[src/rtl/core/fss_pkg.sv]
// Package for the fuzzy subsequence scorer: sizes, command codes, scoring constants,
// the candidate walk state type and the case-folding function. No dependencies.
`timescale 1ns / 1ps
`default_nettype none

package fss_pkg;

    localparam int QUERY_DEPTH = 32;
    localparam int POS_W       = 16;
    localparam int SCORE_W     = 18;
    localparam int CFG_W       = 6;
    localparam int CFG_IDX_W   = 1;
    localparam int IDX_W       = $clog2(QUERY_DEPTH + 1);
    localparam int STORE_AW    = $clog2(QUERY_DEPTH);
    localparam int EXT_W       = ((SCORE_W > POS_W + 1) ? SCORE_W : POS_W + 1) + 2;

    localparam int BONUS_BOUNDARY = 16;
    localparam int BONUS_CONTIG   = 8;
    localparam int BONUS_CASE     = 1;
    localparam int GAP_OPEN       = 3;

    localparam logic signed [EXT_W-1:0] SCORE_MAX_EXT =
        EXT_W'((64'sd1 <<< (SCORE_W - 1)) - 64'sd1);
    localparam logic signed [EXT_W-1:0] SCORE_MIN_EXT =
        EXT_W'(-(64'sd1 <<< (SCORE_W - 1)));

    localparam logic [CFG_W-1:0] FLOOR_RESET = CFG_W'(3);

    localparam logic [CFG_IDX_W-1:0] CFG_PARTIAL_MODE = CFG_IDX_W'(0);
    localparam logic [CFG_IDX_W-1:0] CFG_MATCH_FLOOR  = CFG_IDX_W'(1);

    localparam logic [7:0] CH_UNDERSCORE = 8'h5F;
    localparam logic [7:0] CH_DASH       = 8'h2D;
    localparam logic [7:0] CH_DOT        = 8'h2E;
    localparam logic [7:0] CH_SLASH      = 8'h2F;
    localparam logic [7:0] CH_COLON      = 8'h3A;
    localparam logic [7:0] CH_SPACE      = 8'h20;

    typedef enum logic [1:0] {
        CMD_CLEAR  = 2'd0,
        CMD_APPEND = 2'd1,
        CMD_CAND   = 2'd2,
        CMD_END    = 2'd3
    } t_cmd;

    typedef struct packed {
        logic [IDX_W-1:0]          qidx;
        logic [POS_W-1:0]          pos;
        logic [POS_W-1:0]          last;
        logic                      seen;
        logic [7:0]                prev;
        logic signed [SCORE_W-1:0] run;
        logic signed [SCORE_W-1:0] best;
        logic                      best_valid;
    } t_cand;

    function automatic logic is_upper(input logic [7:0] c);
        return (c >= 8'h41) && (c <= 8'h5A);
    endfunction

    function automatic logic is_lower(input logic [7:0] c);
        return (c >= 8'h61) && (c <= 8'h7A);
    endfunction

    function automatic logic [7:0] fold(input logic [7:0] c);
        return is_upper(c) ? (c + 8'd32) : c;
    endfunction

endpackage

`default_nettype wire

[src/rtl/core/fss_step.sv]
// Next state of the candidate walk for one candidate byte: match test, bonuses,
// gap penalty, saturation and best-score tracking. Depends on fss_pkg.
`timescale 1ns / 1ps
`default_nettype none

module fss_step (
    input  fss_pkg::t_cand                i_cur,
    input  logic [7:0]                    i_byte,
    input  logic [7:0]                    i_qbyte,
    input  logic [fss_pkg::IDX_W-1:0]     i_qlen,
    input  logic [fss_pkg::CFG_W-1:0]     i_floor,
    output fss_pkg::t_cand                o_next
);

    localparam int EW = fss_pkg::EXT_W;
    localparam int PW = fss_pkg::POS_W;

    logic                      hit;
    logic                      boundary;
    logic                      gap;
    logic                      contig;
    logic [PW:0]               pos_x;
    logic [PW:0]               last_p1;
    logic [PW:0]               pen;
    logic signed [EW-1:0]      sum;
    logic signed [EW-1:0]      sat;
    logic signed [fss_pkg::SCORE_W-1:0] run_new;
    logic [fss_pkg::IDX_W-1:0] qidx_new;

    always_comb begin
        hit = (i_cur.qidx < i_qlen) && (fss_pkg::fold(i_byte) == fss_pkg::fold(i_qbyte));

        boundary = (i_cur.pos == '0)
                || (i_cur.prev == fss_pkg::CH_UNDERSCORE)
                || (i_cur.prev == fss_pkg::CH_DASH)
                || (i_cur.prev == fss_pkg::CH_DOT)
                || (i_cur.prev == fss_pkg::CH_SLASH)
                || (i_cur.prev == fss_pkg::CH_COLON)
                || (i_cur.prev == fss_pkg::CH_SPACE)
                || (fss_pkg::is_lower(i_cur.prev) && fss_pkg::is_upper(i_byte));

        pos_x   = {1'b0, i_cur.pos};
        last_p1 = {1'b0, i_cur.last} + (PW+1)'(1);
        gap     = i_cur.seen && (pos_x > last_p1);
        contig  = i_cur.seen && (pos_x == last_p1);
        // The open cost plus one per extra byte reduces to pos - last + 1.
        pen     = pos_x - {1'b0, i_cur.last} + (PW+1)'(fss_pkg::GAP_OPEN - 2);

        sum = EW'(i_cur.run);
        if (gap) begin
            sum = sum - EW'(pen);
        end
        if (boundary) begin
            sum = sum + EW'(fss_pkg::BONUS_BOUNDARY);
        end
        if (contig) begin
            sum = sum + EW'(fss_pkg::BONUS_CONTIG);
        end
        if (i_byte == i_qbyte) begin
            sum = sum + EW'(fss_pkg::BONUS_CASE);
        end

        if (sum < fss_pkg::SCORE_MIN_EXT) begin
            sat = fss_pkg::SCORE_MIN_EXT;
        end else if (sum > fss_pkg::SCORE_MAX_EXT) begin
            sat = fss_pkg::SCORE_MAX_EXT;
        end else begin
            sat = sum;
        end
        run_new  = sat[fss_pkg::SCORE_W-1:0];
        qidx_new = i_cur.qidx + fss_pkg::IDX_W'(1);

        o_next      = i_cur;
        o_next.prev = i_byte;
        if (i_cur.pos != '1) begin
            o_next.pos = i_cur.pos + PW'(1);
        end
        if (hit) begin
            o_next.run  = run_new;
            o_next.last = i_cur.pos;
            o_next.seen = 1'b1;
            o_next.qidx = qidx_new;
            if ((32'(qidx_new) >= 32'(i_floor))
                    && (!i_cur.best_valid || (run_new > i_cur.best))) begin
                o_next.best       = run_new;
                o_next.best_valid = 1'b1;
            end
        end
    end

endmodule

`default_nettype wire

[src/rtl/core/fuzzy_subsequence_scorer.sv]
// Top level of the fuzzy subsequence scorer: query store, candidate walk state,
// configuration registers and the result register. Depends on fss_pkg and fss_step.
//
//   channel   direction  handshake            payload
//   input     in         i_valid / o_stall    i_command, i_data_byte
//   result    out        o_valid / i_stall    o_matched, o_score, o_consumed
//   config    in         i_cfg_we             i_cfg_index, i_cfg_data
//
// Every accepted word is applied to the walk state at the edge that accepts it.
// An end word loads the result register at that edge; the result shows the next cycle.
// Synchronous active-low reset empties the query and the walk, restores the config registers and clears o_valid.
// The input stalls only while a result waits and the result side stalls.
`timescale 1ns / 1ps
`default_nettype none

module fuzzy_subsequence_scorer (
    input  logic                               i_clk,
    input  logic                               i_rst_n,
    input  logic                               i_valid,
    output logic                               o_stall,
    input  logic [1:0]                         i_command,
    input  logic [7:0]                         i_data_byte,
    output logic                               o_valid,
    input  logic                               i_stall,
    output logic                               o_matched,
    output logic signed [fss_pkg::SCORE_W-1:0] o_score,
    output logic [fss_pkg::CFG_W-1:0]          o_consumed,
    input  logic                               i_cfg_we,
    input  logic [fss_pkg::CFG_IDX_W-1:0]      i_cfg_index,
    input  logic [fss_pkg::CFG_W-1:0]          i_cfg_data
);

    logic [7:0]                      r_qstore [fss_pkg::QUERY_DEPTH];
    logic [fss_pkg::IDX_W-1:0]       r_qlen;
    logic [fss_pkg::IDX_W-1:0]       n_qlen;
    fss_pkg::t_cand                  r_cand;
    fss_pkg::t_cand                  n_cand;
    fss_pkg::t_cand                  step_next;
    logic                            r_partial;
    logic [fss_pkg::CFG_W-1:0]       r_floor;
    logic                            r_out_valid;
    logic                            r_matched;
    logic signed [fss_pkg::SCORE_W-1:0] r_score;
    logic [fss_pkg::CFG_W-1:0]       r_consumed;
    logic                            n_ok;
    logic signed [fss_pkg::SCORE_W-1:0] n_score;
    logic                            in_acc;
    logic                            out_acc;
    logic                            store_we;
    logic [7:0]                      qbyte;

    assign o_stall = r_out_valid && i_stall;
    assign in_acc  = i_valid && !o_stall;
    assign out_acc = r_out_valid && !i_stall;
    assign qbyte   = r_qstore[r_cand.qidx[fss_pkg::STORE_AW-1:0]];

    fss_step u_step (
        .i_cur   (r_cand),
        .i_byte  (i_data_byte),
        .i_qbyte (qbyte),
        .i_qlen  (r_qlen),
        .i_floor (r_floor),
        .o_next  (step_next)
    );

    always_comb begin
        n_qlen   = r_qlen;
        n_cand   = r_cand;
        store_we = 1'b0;
        if (in_acc) begin
            case (fss_pkg::t_cmd'(i_command))
                fss_pkg::CMD_CLEAR: begin
                    n_qlen = '0;
                    n_cand = '0;
                end
                fss_pkg::CMD_APPEND: begin
                    if (32'(r_qlen) < fss_pkg::QUERY_DEPTH) begin
                        store_we = 1'b1;
                        n_qlen   = r_qlen + fss_pkg::IDX_W'(1);
                    end
                    n_cand = '0;
                end
                fss_pkg::CMD_CAND: begin
                    n_cand = step_next;
                end
                fss_pkg::CMD_END: begin
                    n_cand = '0;
                end
                default: begin
                    n_cand = r_cand;
                end
            endcase
        end

        if (r_partial) begin
            n_ok    = r_cand.best_valid && (32'(r_qlen) >= 32'(r_floor));
            n_score = r_cand.best;
        end else if (r_qlen == '0) begin
            n_ok    = 1'b1;
            n_score = '0;
        end else begin
            n_ok    = (r_cand.qidx == r_qlen);
            n_score = r_cand.run;
        end
        if (!n_ok) begin
            n_score = '0;
        end
    end

    always_ff @(posedge i_clk) begin
        if (store_we) begin
            r_qstore[r_qlen[fss_pkg::STORE_AW-1:0]] <= i_data_byte;
        end
    end

    always_ff @(posedge i_clk) begin
        if (!i_rst_n) begin
            r_qlen      <= '0;
            r_cand      <= '0;
            r_partial   <= 1'b0;
            r_floor     <= fss_pkg::FLOOR_RESET;
            r_out_valid <= 1'b0;
        end else begin
            r_qlen <= n_qlen;
            r_cand <= n_cand;
            if (i_cfg_we) begin
                case (i_cfg_index)
                    fss_pkg::CFG_PARTIAL_MODE: r_partial <= i_cfg_data[0];
                    fss_pkg::CFG_MATCH_FLOOR:  r_floor   <= i_cfg_data;
                    default:                   r_floor   <= r_floor;
                endcase
            end
            if (in_acc && (fss_pkg::t_cmd'(i_command) == fss_pkg::CMD_END)) begin
                r_out_valid <= 1'b1;
            end else if (out_acc) begin
                r_out_valid <= 1'b0;
            end
        end
    end

    always_ff @(posedge i_clk) begin
        if (in_acc && (fss_pkg::t_cmd'(i_command) == fss_pkg::CMD_END)) begin
            r_matched  <= n_ok;
            r_score    <= n_score;
            r_consumed <= fss_pkg::CFG_W'(r_cand.qidx);
        end
    end

    assign o_valid    = r_out_valid;
    assign o_matched  = r_matched;
    assign o_score    = r_score;
    assign o_consumed = r_consumed;

endmodule

`default_nettype wire

[config.mk]
export PLATFORM = sky130hd
export DESIGN_NAME = fuzzy_subsequence_scorer
export DESIGN_NICKNAME = d
export VERILOG_FILES = /design/src/rtl/core/fss_pkg.sv /design/src/rtl/core/fss_step.sv /design/src/rtl/core/fuzzy_subsequence_scorer.sv
export SDC_FILE = /design/constraint.sdc
export NUM_CORES = 1
export LEC_CHECK = 0
export CAP_MARGIN = 20
export CORE_ASPECT_RATIO = 0.7
export CORE_MARGIN = 2
export CORE_UTILIZATION = 55
export CTS_BUF_LIST = sky130_fd_sc_hd__clkbuf_4 sky130_fd_sc_hd__clkbuf_8 sky130_fd_sc_hd__clkbuf_16
export DETAILED_ROUTE_END_ITERATION = 6
export DONT_BUFFER_PORTS = 1
export HOLD_SLACK_MARGIN = 0.12
export PLACE_DENSITY_LB_ADDON = 0.05
export RECOVER_POWER = 100
export SLEW_MARGIN = 20
export SYNTH_ARGS = -nofsm -noshare
export SYNTH_HDL_FRONTEND = slang
export SYNTH_SLANG_ARGS = --single-unit
[constraint.sdc]
create_clock -name i_clk -period 9 [get_ports i_clk]
set_input_delay 0.45 -clock i_clk [delete_from_list [all_inputs] [get_ports i_clk]]
set_output_delay 0.45 -clock i_clk [all_outputs]
set_load 0.01 [all_outputs]
==> flow_summary.json <==
{
  "status": "finished with violations",
  "violations": "capacitance limit, slew limit",
  "root_buffer": "clkbuf_16",
  "synth_area_um2": 20600,
  "skew_ns": 0.0136,
  "yosysTopAreaCell": "edfxtp_1",
  "drc": 0,
  "worstMarginPinSlew_ns": 2.93,
  "crit_required_ns": 9.42,
  "slowest_delay_ns": 0.37,
  "finalCriticalPeriod_ns": 8.76,
  "drv_slew": 342,
  "synth_edf_count": 281,
  "cp-start-kind": "flip-flop",
  "clkLatencyLatePin_ns": 0.54,
  "p_sw_w": 0.000805,
  "finalSetupTns_ns": 0,
  "wl_um": 55600,
  "worst_slack_ns": 0.236,
  "clockBufferDepth": 3,
  "netlist_instances": 1744,
  "seqPwrFrac_pct": 51.7,
  "power_frac_comb_pct": 4.9,
  "ys_seq_area_share_pct": 51.0,
  "end_kind": "flip-flop",
  "start_util_pct": 55.6,
  "p_per_area_nw_per_um2": 156,
  "layout.nets": 1974,
  "cts_max_level": 2,
  "cap_violations": 11,
  "rrSetupSlack_ns": 0.24,
  "io_buffers": 0,
  "peakVddDrop_mv": 0.157,
  "grt_max_degree": 60,
  "grt_overflow": 0,
  "fillers": 2882,
  "coreArea_um2": 37000,
  "first_iter_violations": 1445,
  "yosysWarnings": 0,
  "seqCellArea_um2": 10500,
  "r2r-end": "r_cand[7]$_SDFFE_PN0P_",
  "gp_congestion": 0.889,
  "syn_to_final_growth_pct": 15.1,
  "dp_hpwl_um": 37000,
  "ios": 49,
  "multi_input_area_um2": 10000,
  "crit_start": "r_cand[46]$_SDFFE_PN0P_",
  "ys_types": 98,
  "firstDrtPassIters": 5,
  "critPathSlowestCell": "fa_2",
  "rows": 59,
  "avgRoutedWirePerCell_um": 23.6,
  "ys_top_cells_by_area": "edfxtp_1, dfxtp_1, mux4_2",
  "avgSynthCellArea_um2": 11.8,
  "clock_power_share_pct": 43.5,
  "cts_tree": "built",
  "antenna_cells": 0,
  "die_area_um2": 39000,
  "yosysTopAreaCellShare_pct": 41.0,
  "dp_slack_ns": -0.107,
  "clkTransAtPathRegs_ns": 0.06,
  "synth_common_cells": "edfxtp_1, nor2_1, nand2_1",
  "whs_ns": 0.144,
  "grt_pass1_vias": 13758,
  "die_h_um": 166,
  "num_vias": 14625,
  "ant_nets": 0,
  "antenna_found_initial": 0,
  "crit_type": "reg -> reg",
  "r2r_cells": 47,
  "timing.fmax_mhz": 114,
  "crit_top_cell": "o21a_1",
  "crit_arrival_ns": 9.18,
  "finalSetupViolCount": 0,
  "rsz0062_at_grt": "true",
  "synth_top_flop_cell": "edfxtp_1",
  "routed_via_density": 6.21,
  "finalCritPeriodShare_pct": 97.4,
  "switching_share_pct": 21.8,
  "ys_ff_latch": 384,
  "syn-num-nets": 1881,
  "chipWidth_um": 235,
  "setup.worst_path.end": "r_cand[7]$_SDFFE_PN0P_",
  "critPathMaxFanout": 8,
  "slew_headroom_pct": -97.5,
  "p_int_w": 0.00289,
  "p_leak_nw": 8.17,
  "cts_buffers": 38,
  "async_flop_share_pct": 0,
  "grt_pass1_wl_um": 82600,
  "track_usage_pct": 27.7,
  "r2r-start": "r_cand[46]$_SDFFE_PN0P_",
  "drive_gt1_share_pct": 19.9,
  "synth_most_common_cell": "edfxtp_1",
  "hp-class": "in -> reg",
  "cts.sinks": 384,
  "final-hold-violation-count": 0
}
stage by stage:
step / cell area (µm²) / cells / power (W) / utilization, %
after floorplan: 20600 / 1744 / 0.00204 / -
after global placement: 21400 / 2232 / 0.00208 / 57.9
after detailed placement: 21400 / 2232 / 0.00208 / 57.9
after CTS: 23000 / 2326 / 0.00370 / 62.2
after global routing: 23700 / 2355 / 0.00381 / 64.1
final: 23700 / 2355 / 0.00370 / 64.1
registers in the layout, summed over array words and instances, names as in the netlist, named ones only:
register and flops:
r_floor 6, o_score 18, o_valid 1, r_qstore 256, o_matched 1, r_qlen 6
r_partial 1, o_consumed 6, r_cand 84
cell type report:
class                   count  share of cell area [%]
clock buffers              48                    4.46
clock inverters            22                   0.882
inverters                  87                    1.38
multi-input cells        1213                    42.3
flip-flops and latches    384                    44.4
well taps                 488                    2.58
repair buffers            113                    4.08
routing by layer:
metal	track usage, %	wire length [µm]	part of all wire (%)
met5	0	0	0
met3	7.83	6270	11
met2	36.1	22100	40
met1	45.3	26500	48
met4	5.26	735	1.3
kinds of logic after synthesis:
group,synth area share [%]
AO/OA/AOI/OAI,11.4
XOR/XNOR,4.55
adder cells (fa/ha/maj),7.06
buffers and inverters,3.01
flip-flops,51.0
multiplexers,9.37
AND/OR/NAND/NOR,13.6
layout by cell type (no fill, tap or decap), drive strengths merged, types with 14 or more instances in the layout:
master / Yosys / routed
edfxtp: 281 / 281
a21oi: 80 / 80
xor2: 27 / 27
xnor2: 79 / 79
dfxtp: 103 / 103
a21o: 16 / 16
o21a: 15 / 15
mux2i: 35 / 35
nand2: 139 / 139
nor2b: 37 / 37
nor4: 15 / 15
buf: 23 / 90
and2: 19 / 19
o21ai: 73 / 73
ha: 113 / 113
a21boi: 18 / 18
a22oi: 44 / 44
nor2: 143 / 143
clkinv: 1 / 17
inv: 86 / 88
o211ai: 14 / 14
nand4: 22 / 22
mux4: 66 / 66
nor3: 32 / 32
clkbuf: 37 / 60
nand2b: 19 / 19
nand3: 62 / 62
power groups by stage:
stage / registers (W) / logic (W) / clock network [W]
floorplan: 0.00195 / 0.0000918 / 0
global placement: 0.00195 / 0.000128 / 0
detailed placement: 0.00195 / 0.000130 / 0
CTS: 0.00191 / 0.000167 / 0.00163
global route: 0.00191 / 0.000193 / 0.00171
finish: 0.00191 / 0.000181 / 0.00161
timing repair:
| action | CTS | global route |
|---|---|---|
| pin swaps | 6 | 66 |
| resized for setup | 9 | 121 |
| hold buffers | 20 | 0 |
| gates cloned | 0 | 3 |
| buffers inserted | 4 | 26 |
| endpoints found under the hold margin | 302 | 0 |
| setup endpoints to repair | 17 | 19 |
critical path: cells and delay by family, from the launching register on:
family,cells,cell delay (ns)
flops,1,0.34
simple gates,13,2.00
xor+xnor,1,0.23
compound gates,26,4.43
buf+inv,2,0.30
fa+ha+maj,5,1.32
how the worst min path moves through the flow:
| stage | from | cells after the start | end |
|---|---|---|---|
| floorplan | r_floor[1]$_SDFFE_PN1P_ | 2 | r_floor[1]$_SDFFE_PN1P_ |
| global route | i_cfg_index | 2 | r_floor[5]$_SDFFE_PN0P_ |
| finish | i_cfg_index | 2 | r_floor[5]$_SDFFE_PN0P_ |
| global placement | r_cand[8]$_SDFFE_PN0P_ | 2 | r_cand[8]$_SDFFE_PN0P_ |
| CTS | i_cfg_index | 2 | r_floor[5]$_SDFFE_PN0P_ |
| detailed placement | r_cand[8]$_SDFFE_PN0P_ | 2 | r_cand[8]$_SDFFE_PN0P_ |
No activity file was read; power rests on OpenSTA's default activity.
